$ cat src/sv/cge_pkg.sv
package cge_pkg;

    localparam int NUM_KEYS    = 4;
    localparam int DUR_W       = 16;
    localparam int CH_W        = 8;
    localparam int NUM_CH      = 4;
    localparam int COL_W       = NUM_CH * CH_W;
    localparam int NUM_W       = DUR_W + CH_W;
    localparam int KEY_W       = 48;
    localparam int REG_W       = 64;
    localparam int ADDR_W      = 6;
    localparam int QUEUE_DEPTH = 2;
    localparam int DIV_STEPS   = CH_W;

    localparam logic [2:0] REG_KEY_COUNT = 3'd0;
    localparam logic [2:0] REG_KEY_FIRST = 3'd1;
    localparam logic [2:0] REG_KEY_LAST  = 3'd4;

    localparam logic [2:0]       KEY_COUNT_RESET = 3'd1;
    localparam logic [KEY_W-1:0] KEY0_RESET      = 48'h0200_FFFF_FFFF;

    typedef logic [NUM_KEYS-1:0][KEY_W-1:0] t_key_words;

    // one blend job: colour = floor((c0*w0 + c1*w1) / d), w0 + w1 = d
    typedef struct packed {
        logic             past_end;
        logic [COL_W-1:0] c0;
        logic [COL_W-1:0] c1;
        logic [DUR_W-1:0] w0;
        logic [DUR_W-1:0] w1;
        logic [DUR_W-1:0] d;
    } t_job;

endpackage

$ cat src/sv/colour_gradient_evaluator.sv
// Colour gradient evaluator: an age written with start (taken while busy is low)
// yields one RGBA colour on o_red..o_alpha with o_past_end, shown for exactly one
// cycle under o_valid; the receiver cannot stall, so it must take every strobe.
// Each item passes through the back end as one queue pop, one multiply state and
// eight restoring divide steps run in parallel in the four channel lanes; the
// back end pops no new item until the divide of the one before it is done.
// A two-entry queue between classification and interpolation lets two more items
// be taken while one is worked on; busy is high only while that queue is full.
// Key registers lie at byte addresses 8*i on a 64-bit APB port; the user must write
// them only while no item is in flight, as the block itself does not enforce it.
module colour_gradient_evaluator import cge_pkg::*; #(
    parameter int MAX_KEYS  = 4,
    parameter int TIME_BITS = 16
) (
    input  logic              i_clk,
    input  logic              i_rst_n,
    input  logic              start,
    output logic              busy,
    input  logic [DUR_W-1:0]  i_alive_time,
    output logic              o_valid,
    output logic [CH_W-1:0]   o_red,
    output logic [CH_W-1:0]   o_green,
    output logic [CH_W-1:0]   o_blue,
    output logic [CH_W-1:0]   o_alpha,
    output logic              o_past_end,
    input  logic              psel,
    input  logic              penable,
    input  logic              pwrite,
    input  logic [ADDR_W-1:0] paddr,
    input  logic [REG_W-1:0]  pwdata,
    output logic [REG_W-1:0]  prdata,
    output logic              pready
);

    logic [2:0]   r_key_count;
    t_key_words   r_key_words;
    logic [2:0]   reg_idx;
    logic         cfg_wr;
    t_job         front_job;
    t_job         head_job;
    logic         push;
    logic         pop;
    logic         full;
    logic         empty;

    assign pready  = 1'b1;
    assign reg_idx = paddr[ADDR_W-1:3];
    assign cfg_wr  = psel && penable && pwrite;

    always_ff @(posedge i_clk) begin
        if (!i_rst_n) begin
            r_key_count <= KEY_COUNT_RESET;
            r_key_words <= {{((NUM_KEYS - 1) * KEY_W){1'b0}}, KEY0_RESET};
        end else if (cfg_wr) begin
            if (reg_idx == REG_KEY_COUNT) begin
                r_key_count <= pwdata[2:0];
            end
            for (int k = 0; k < NUM_KEYS; k++) begin
                if (reg_idx == REG_KEY_FIRST + 3'(k)) begin
                    r_key_words[k] <= pwdata[KEY_W-1:0];
                end
            end
        end
    end

    always_comb begin
        prdata = '0;
        if (reg_idx == REG_KEY_COUNT) begin
            prdata = REG_W'(r_key_count);
        end else if (reg_idx <= REG_KEY_LAST) begin
            prdata = REG_W'(r_key_words[2'(reg_idx - REG_KEY_FIRST)]);
        end
    end

    assign busy = full;
    assign push = start && !full;

    cge_front #(
        .MAX_KEYS  (MAX_KEYS),
        .TIME_BITS (TIME_BITS)
    ) u_front (
        .i_alive_time (i_alive_time),
        .i_key_count  (r_key_count),
        .i_key_words  (r_key_words),
        .o_job        (front_job)
    );

    cge_queue u_queue (
        .i_clk   (i_clk),
        .i_rst_n (i_rst_n),
        .i_push  (push),
        .i_job   (front_job),
        .i_pop   (pop),
        .o_job   (head_job),
        .o_full  (full),
        .o_empty (empty)
    );

    cge_back u_back (
        .i_clk      (i_clk),
        .i_rst_n    (i_rst_n),
        .i_empty    (empty),
        .i_job      (head_job),
        .o_pop      (pop),
        .o_valid    (o_valid),
        .o_red      (o_red),
        .o_green    (o_green),
        .o_blue     (o_blue),
        .o_alpha    (o_alpha),
        .o_past_end (o_past_end)
    );

endmodule

$ cat src/sv/cge_front.sv
module cge_front import cge_pkg::*; #(
    parameter int MAX_KEYS  = 4,
    parameter int TIME_BITS = 16
) (
    input  logic [DUR_W-1:0] i_alive_time,
    input  logic [2:0]       i_key_count,
    input  t_key_words       i_key_words,
    output t_job             o_job
);

    localparam int TW    = (TIME_BITS < DUR_W) ? TIME_BITS : DUR_W;
    localparam int LIM   = (MAX_KEYS < NUM_KEYS) ? MAX_KEYS : NUM_KEYS;
    localparam int SUM_W = DUR_W + 2;
    localparam logic [DUR_W-1:0] TMASK = {DUR_W{1'b1}} >> (DUR_W - TW);
    localparam logic [2:0] LIM3 = 3'(LIM);

    logic [DUR_W-1:0] t;
    logic [DUR_W-1:0] dur [NUM_KEYS];
    logic [COL_W-1:0] col [NUM_KEYS];
    logic [SUM_W-1:0] sum [NUM_KEYS];
    logic [2:0]       n;
    logic             hit;
    logic [COL_W-1:0] seg_c0;
    logic [COL_W-1:0] seg_c1;
    logic [DUR_W-1:0] seg_d;
    logic [DUR_W-1:0] seg_u;

    always_comb begin
        t = i_alive_time & TMASK;
        for (int k = 0; k < NUM_KEYS; k++) begin
            dur[k] = i_key_words[k][32 +: DUR_W] & TMASK;
            col[k] = i_key_words[k][COL_W-1:0];
        end

        if (i_key_count == 3'd0) begin
            n = 3'd1;
        end else if (i_key_count > LIM3) begin
            n = LIM3;
        end else begin
            n = i_key_count;
        end

        sum[0] = '0;
        for (int j = 0; j < NUM_KEYS - 1; j++) begin
            sum[j+1] = sum[j] + SUM_W'(dur[j]);
        end

        // first segment whose end reaches the age wins, so scan downward
        hit    = 1'b0;
        seg_c0 = '0;
        seg_c1 = '0;
        seg_d  = '0;
        seg_u  = '0;
        for (int j = NUM_KEYS - 2; j >= 0; j--) begin
            if (((3'(j) + 3'd1) < n) && (sum[j+1] >= SUM_W'(t))) begin
                hit    = 1'b1;
                seg_c0 = col[j];
                seg_c1 = col[j+1];
                seg_d  = dur[j];
                seg_u  = DUR_W'(SUM_W'(t) - sum[j]);
            end
        end

        if ((n == 3'd1) || (t == '0)) begin
            o_job.past_end = 1'b0;
            o_job.c0       = col[0];
            o_job.c1       = col[0];
            o_job.w0       = DUR_W'(1);
            o_job.w1       = '0;
            o_job.d        = DUR_W'(1);
        end else if (!hit) begin
            o_job.past_end = 1'b1;
            o_job.c0       = '0;
            o_job.c1       = '0;
            o_job.w0       = DUR_W'(1);
            o_job.w1       = '0;
            o_job.d        = DUR_W'(1);
        end else begin
            o_job.past_end = 1'b0;
            o_job.c0       = seg_c0;
            o_job.c1       = seg_c1;
            o_job.w0       = seg_d - seg_u;
            o_job.w1       = seg_u;
            o_job.d        = seg_d;
        end
    end

endmodule

$ cat src/sv/cge_queue.sv
module cge_queue import cge_pkg::*; (
    input  logic i_clk,
    input  logic i_rst_n,
    input  logic i_push,
    input  t_job i_job,
    input  logic i_pop,
    output t_job o_job,
    output logic o_full,
    output logic o_empty
);

    localparam int PTR_W = $clog2(QUEUE_DEPTH);
    localparam int CNT_W = $clog2(QUEUE_DEPTH + 1);

    t_job             r_mem [QUEUE_DEPTH];
    logic [PTR_W-1:0] r_wr;
    logic [PTR_W-1:0] r_rd;
    logic [CNT_W-1:0] r_count;
    logic [PTR_W-1:0] n_wr;
    logic [PTR_W-1:0] n_rd;
    logic [CNT_W-1:0] n_count;

    assign o_full  = (r_count == CNT_W'(QUEUE_DEPTH));
    assign o_empty = (r_count == '0);
    assign o_job   = r_mem[r_rd];

    always_comb begin
        n_wr    = r_wr;
        n_rd    = r_rd;
        n_count = r_count;
        if (i_push) begin
            n_wr = (r_wr == PTR_W'(QUEUE_DEPTH - 1)) ? '0 : r_wr + 1'b1;
        end
        if (i_pop) begin
            n_rd = (r_rd == PTR_W'(QUEUE_DEPTH - 1)) ? '0 : r_rd + 1'b1;
        end
        if (i_push && !i_pop) begin
            n_count = r_count + 1'b1;
        end else if (!i_push && i_pop) begin
            n_count = r_count - 1'b1;
        end
    end

    always_ff @(posedge i_clk) begin
        if (!i_rst_n) begin
            r_wr    <= '0;
            r_rd    <= '0;
            r_count <= '0;
        end else begin
            r_wr    <= n_wr;
            r_rd    <= n_rd;
            r_count <= n_count;
        end
    end

    always_ff @(posedge i_clk) begin
        if (i_push) begin
            r_mem[r_wr] <= i_job;
        end
    end

    a_no_overflow: assert property (@(posedge i_clk) disable iff (!i_rst_n)
        o_full |-> !i_push)
        else $error("transaction pushed into a full queue");

endmodule

$ cat src/sv/cge_back.sv
module cge_back import cge_pkg::*; (
    input  logic            i_clk,
    input  logic            i_rst_n,
    input  logic            i_empty,
    input  t_job            i_job,
    output logic            o_pop,
    output logic            o_valid,
    output logic [CH_W-1:0] o_red,
    output logic [CH_W-1:0] o_green,
    output logic [CH_W-1:0] o_blue,
    output logic [CH_W-1:0] o_alpha,
    output logic            o_past_end
);

    localparam int STEP_W = $clog2(DIV_STEPS);

    typedef enum logic [2:0] {
        ST_IDLE = 3'b001,
        ST_MUL  = 3'b010,
        ST_DIV  = 3'b100
    } t_state;

    t_state                           r_state;
    t_state                           n_state;
    logic                             r_valid;
    logic                             n_valid;
    logic [STEP_W-1:0]                r_step;
    t_job                             r_job;
    logic [NUM_CH-1:0][DUR_W-1:0]     r_rem;
    logic [NUM_CH-1:0][CH_W-1:0]      r_low;
    logic [NUM_CH-1:0][NUM_W-1:0]     num;
    logic [NUM_CH-1:0][DUR_W-1:0]     rem_next;
    logic [NUM_CH-1:0]                q_bit;
    logic [NUM_CH-1:0][DUR_W:0]       trial;

    assign o_pop = (r_state == ST_IDLE) && !i_empty;

    // per channel: c0*w0 + c1*w1, then one restoring divide step per cycle
    always_comb begin
        for (int ch = 0; ch < NUM_CH; ch++) begin
            num[ch] = NUM_W'(r_job.c0[COL_W-1-CH_W*ch -: CH_W]) * NUM_W'(r_job.w0)
                    + NUM_W'(r_job.c1[COL_W-1-CH_W*ch -: CH_W]) * NUM_W'(r_job.w1);
            trial[ch] = {r_rem[ch], r_low[ch][CH_W-1]};
            q_bit[ch] = (trial[ch] >= {1'b0, r_job.d});
            rem_next[ch] = q_bit[ch] ? DUR_W'(trial[ch] - {1'b0, r_job.d})
                                     : trial[ch][DUR_W-1:0];
        end
    end

    always_comb begin
        n_state = r_state;
        n_valid = 1'b0;
        unique case (r_state)
            ST_IDLE: begin
                if (!i_empty) begin
                    n_state = ST_MUL;
                end
            end
            ST_MUL: begin
                n_state = ST_DIV;
            end
            ST_DIV: begin
                if (r_step == STEP_W'(DIV_STEPS - 1)) begin
                    n_state = ST_IDLE;
                    n_valid = 1'b1;
                end
            end
            default: begin
                n_state = ST_IDLE;
            end
        endcase
    end

    always_ff @(posedge i_clk) begin
        if (!i_rst_n) begin
            r_state <= ST_IDLE;
            r_valid <= 1'b0;
        end else begin
            r_state <= n_state;
            r_valid <= n_valid;
        end
    end

    always_ff @(posedge i_clk) begin
        if (o_pop) begin
            r_job <= i_job;
        end
        if (r_state == ST_MUL) begin
            r_step <= '0;
            for (int ch = 0; ch < NUM_CH; ch++) begin
                // quotient fits in 8 bits, so the upper part is already below d
                r_rem[ch] <= num[ch][NUM_W-1:CH_W];
                r_low[ch] <= num[ch][CH_W-1:0];
            end
        end else if (r_state == ST_DIV) begin
            r_step <= r_step + 1'b1;
            for (int ch = 0; ch < NUM_CH; ch++) begin
                r_rem[ch] <= rem_next[ch];
                r_low[ch] <= {r_low[ch][CH_W-2:0], q_bit[ch]};
            end
        end
    end

    assign o_valid    = r_valid;
    assign o_red      = r_low[0];
    assign o_green    = r_low[1];
    assign o_blue     = r_low[2];
    assign o_alpha    = r_low[3];
    assign o_past_end = r_job.past_end;

    a_single_pulse: assert property (@(posedge i_clk) disable iff (!i_rst_n)
        r_valid |=> !r_valid)
        else $error("result strobe held longer than one cycle");

    a_after_divide: assert property (@(posedge i_clk) disable iff (!i_rst_n)
        r_valid |-> $past(r_state == ST_DIV))
        else $error("result strobe without a finished divide");

    a_past_black: assert property (@(posedge i_clk) disable iff (!i_rst_n)
        (r_valid && r_job.past_end) |->
            (r_low[0] == '0 && r_low[1] == '0 && r_low[2] == '0 && r_low[3] == '0))
        else $error("past end result is not transparent black");

endmodule

$ cat config.mk
export PLATFORM = sky130hd
export DESIGN_NAME = colour_gradient_evaluator
export DESIGN_NICKNAME = d
export VERILOG_FILES = /design/src/sv/cge_pkg.sv /design/src/sv/colour_gradient_evaluator.sv /design/src/sv/cge_front.sv /design/src/sv/cge_queue.sv /design/src/sv/cge_back.sv
export SDC_FILE = /design/constraint.sdc
export NUM_CORES = 2
export LEC_CHECK = 0
export BUFFER_PORTS_ARGS = -buffer_cell sky130_fd_sc_hd__buf_4
export CAP_MARGIN = 15
export CORE_AREA = 2 2 472 474
export CTS_BUF_LIST = sky130_fd_sc_hd__clkbuf_2
export CTS_CLUSTER_DIAMETER = 50
export CTS_CLUSTER_SIZE = 10
export DETAILED_ROUTE_END_ITERATION = 8
export DIE_AREA = 0 0 474 476
export GPL_TIMING_DRIVEN = 1
export PLACE_DENSITY_LB_ADDON = 0.3
export SLEW_MARGIN = 20
export SYNTH_ARGS = -nofsm -noshare
export SYNTH_HDL_FRONTEND = slang
export SYNTH_SLANG_ARGS = --single-unit
$ cat constraint.sdc
create_clock -name i_clk -period 13.8 [get_ports i_clk]
set_input_delay 0.69 -clock i_clk [delete_from_list [all_inputs] [get_ports i_clk]]
set_output_delay 0.69 -clock i_clk [all_outputs]
set_load 0.05 [all_outputs]
==> summary.md <==
| Metric | Value |
|---|---|
| Top post-synthesis cells by area | `fa_1 26%, edfxtp_1 20%, ha_1 8.9%` |
| Post-synth EDFFs | `435` |
| Via Count | `48,235` |
| Buffer cell driving the clock tree root | `clkbuf_2` |
| Outcome | `complete, no violations` |
| Post-synthesis register bit count | `641` |
| Headroom to the max-slew limit | `0.274` |
| Cell with the largest stage delay on the worst path | `o311ai_0` |
| Post-synthesis instance area | `65,900 sq um` |
| Fraction of synthesized cell area in xor and xnor cells | `0.0255` |
| Worst flop-to-flop path startpoint | `r_key_words[32]` |
| Routability congestion estimate from global placement | `0.894` |
| Share of the clock period used by the worst path | `0.653` |
| Register Area | `17,200 sq um` |
| Detailed-route DRC error count | `0` |
| Type of the worst min-delay path | `primary input to flip-flop` |
| Worst Tran Pin Value | `1090 ps` |
| Filler instances | `22,748` |
| Pin count of the biggest net entering global routing | `116` |
| Startpoint of the tightest hold check path | `pwdata[34]` |
| Worst-skew pair later-pin latency | `1480 ps` |
| Family of cells with the greatest summed delay on the critical path | `compound AO/OA/AOI/OAI gates` |
| RSZ-0062 raised after global routing | `no` |
| Dominant combinational cell family by area after synthesis | `adder cells` |
| Synth top cells by count | `1,199 x nand2_1, 925 x inv_1, 841 x fa_1` |
| Worst setup startpoint | `r_key_words[32]` |
| Wire length of the first global-routing pass | `296,000 microns` |
| Fraction of registers with async set or reset after synthesis | `0` |
| Die Y | `476 microns` |
| Effective utilization at floorplan | `0.298` |
| Clock buffer depth | `3` |
| TritonCTS clock tree | `yes` |
| Proportion of layout cells with a drive suffix above 1 | `0.0860` |
| Synth Area in Compound Gates | `0.100` |
| Max FO, Critical Path | `28` |
| Placement Rows | `173` |
| Fraction of the mapped netlist area in simple logic gates | `0.149` |
| Initial antenna violation count | `4` |
| Maximum operating frequency | `111 MHz` |
| WL/cell | `19.1 microns` |
| Met2 GRT Util | `0.265` |
| TNS Setup | `0 ps` |
| Clock Skew | `259 ps` |
| Required time worst endpoint | `14,870 ps` |
| Type of element launching the critical path | `flip-flop` |
| Final setup violating endpoints | `0` |
| Primary FF master, synth | `edfxtp_1` |
| MaxCap Viol Count | `0` |
| Iteration-0 DRC Markers | `3,438` |
| IO Count | `192` |
| Fraction of synthesized cell area taken by the top area cell type | `0.255` |
| GRT busiest layer | `met2` |
| Post-synthesis share of cell area spent on full adders, half adders and majority gates | `0.345` |
| Met3 Track Usage GR | `0.0210` |
| Area growth from synthesis to final layout | `9.92%` |
| Biggest area consumer among synthesized cells | `fa_1` |
| Number of max-slew violations in the final report | `0` |
| Placed wire-length estimate | `140,000 microns` |
| Detailed-route vias per instance | `4.86` |
| Clock buffer count from CTS | `91` |
| Vias in the first global route | `49,567` |
| Floorplan die width | `474 microns` |
| Mean instance size in the synthesized netlist | `9.73 sq um` |
| WP buf/inv | `1` |
| Arr. time, crit path | `10,090 ps` |
| I/O Buffers | `155` |
| Cells after Synth | `6,772` |
| Antenna viol nets, final | `0` |
| Mux contribution to synthesized area | `0.0445` |
| Total clock sinks | `641` |
| Total global routing overflow | `0` |
| Synth Warn # | `0` |
| Worst setup EP type | `flip-flop` |
| Core ar. | `221,000 sq um` |
| Met1 routing resource usage after global routing | `0.247` |
| Worst setup path category | `flip-flop to flip-flop` |
| Depth of the CTS H-tree | `3` |
| Sequential share of the synthesized area | `0.261` |
| Detailed-routing iteration count for the pre-antenna-repair pass | `5` |
| Total die area | `226,000 sq um` |
| Clock transition time at the flip-flop clock pins of the worst setup and hold paths | `180 ps` |
| Overall routing resource usage | `0.169` |
| Fin crit period | `9020 ps` |
| Final Hold Vio Count | `0` |
| Net count reported at finish | `8,286` |
| Final routed wirelength across all metal layers | `189,000 microns` |
| Leading cell type by number of instances after synthesis | `nand2_1` |
| Cell variety after synth | `83` |
| Crit-path max cell delay | `680 ps` |
| Area of combinational cells with multiple inputs | `44,000 sq um` |
==> state kept, by name, indices dropped and copies added, names as in the netlist, 2 cells and up <==
signal / flops
u_back.r_step: 3
u_back.o_red: 8
u_back.o_blue: 8
u_back.r_job: 112
u_back.r_state: 3
r_key_count: 3
u_back.r_rem: 64
u_back.o_alpha: 8
u_queue.r_mem: 226
u_back.o_green: 8
r_key_words: 192
u_queue.r_count: 2
==> repair_timing <==
action	in CTS	in global routing
buffers inserted	0	0
hold endpoints to repair	285	0
gates resized for setup	0	0
hold buffers	120	0
==> worst reg2reg max path: cells and delay by family (launching register included) <==
family	cells	cell delay [ps]
AND/OR/NAND/NOR	4	450
AO/OA/AOI/OAI	19	5200
adder cells (fa/ha/maj)	5	1610
XOR/XNOR	3	600
buffers and inverters	1	70
multiplexers	1	320
flip-flops	1	450
==> stage by stage <==
step           cell area, sq um  setup slack (ps)  hold slack (ps)  cells  utilization
6_report                  72400              4780              183   9922        0.328
5_1_grt                   72400              4110             74.8   9921        0.328
4_1_cts                   72400              4850             4.36   9917        0.328
3_5_place_dp              70200              4970              464   9645        0.317
3_3_place_gp              70200              4970              451   9645        0.317
2_1_floorplan             66000              4010              441   6787            -
==> cell type report <==
type                       count  share of cell area
sequential                   641               0.237
clock inverter                41             0.00713
clock buffer                 111             0.00767
timing repair buffer         359              0.0414
antenna                        5            0.000173
multi-input combinational   4863               0.607
inverter                     927              0.0480
tap                         2975              0.0514
==> cell usage in the layout, fill, tap and decap left out, types with 24 or more instances in the layout <==
cell type / Yosys / final
buf_4: 21 / 238
ha_1: 470 / 469
nand2b_1: 30 / 30
nand4_1: 24 / 24
nand3_1: 70 / 69
o21ai_0: 164 / 164
a21oi_1: 200 / 198
a221o_1: 49 / 49
o21bai_1: 30 / 30
a22oi_1: 33 / 33
nor2b_1: 90 / 90
a211oi_1: 24 / 24
clkbuf_2: 0 / 111
mux2i_1: 46 / 46
mux4_2: 48 / 48
nor2_1: 162 / 160
nor3_1: 49 / 48
nand2_1: 1199 / 1199
o21ai_1: 72 / 72
xnor2_1: 134 / 134
inv_1: 925 / 925
a21o_1: 77 / 77
o21a_1: 33 / 33
a21boi_0: 164 / 164
mux2_2: 122 / 122
and2_1: 451 / 448
edfxtp_1: 435 / 435
dfxtp_1: 206 / 205
xor2_1: 58 / 57
fa_1: 841 / 841
dlygate4sd3_1: 0 / 120
==> worst paths after layout <==
path / slack (ps) / cells past startpoint / to
max: 4780 / 33 / u_queue.r_mem[0][47]
min: 180 / 4 / r_key_words[82]
max reg2reg: 4780 / 33 / u_queue.r_mem[0][47]
min reg2reg: 480 / 2 / r_key_words[176]
==> cell families after synthesis <==
| kind of cell | after synthesis |
|---|---|
| compound gates | 989 |
| xor+xnor | 192 |
| fa+ha+maj | 1311 |
| buf+inv | 1283 |
| flops | 641 |
| mux | 217 |
| other cells | 2 |
| simple gates | 2137 |
==> routing by layer <==
metal | wire length, microns | vias up
met1 | 90500 | 24416
li1 | - | 22253
met3 | 10800 | 189
met4 | 3530 | 2
met5 | 18 | -
met2 | 84300 | 1375
Power is left out: the tool's default activity adds up to more than one toggle a clock period on the data nets, which glitch-free logic cannot reach.
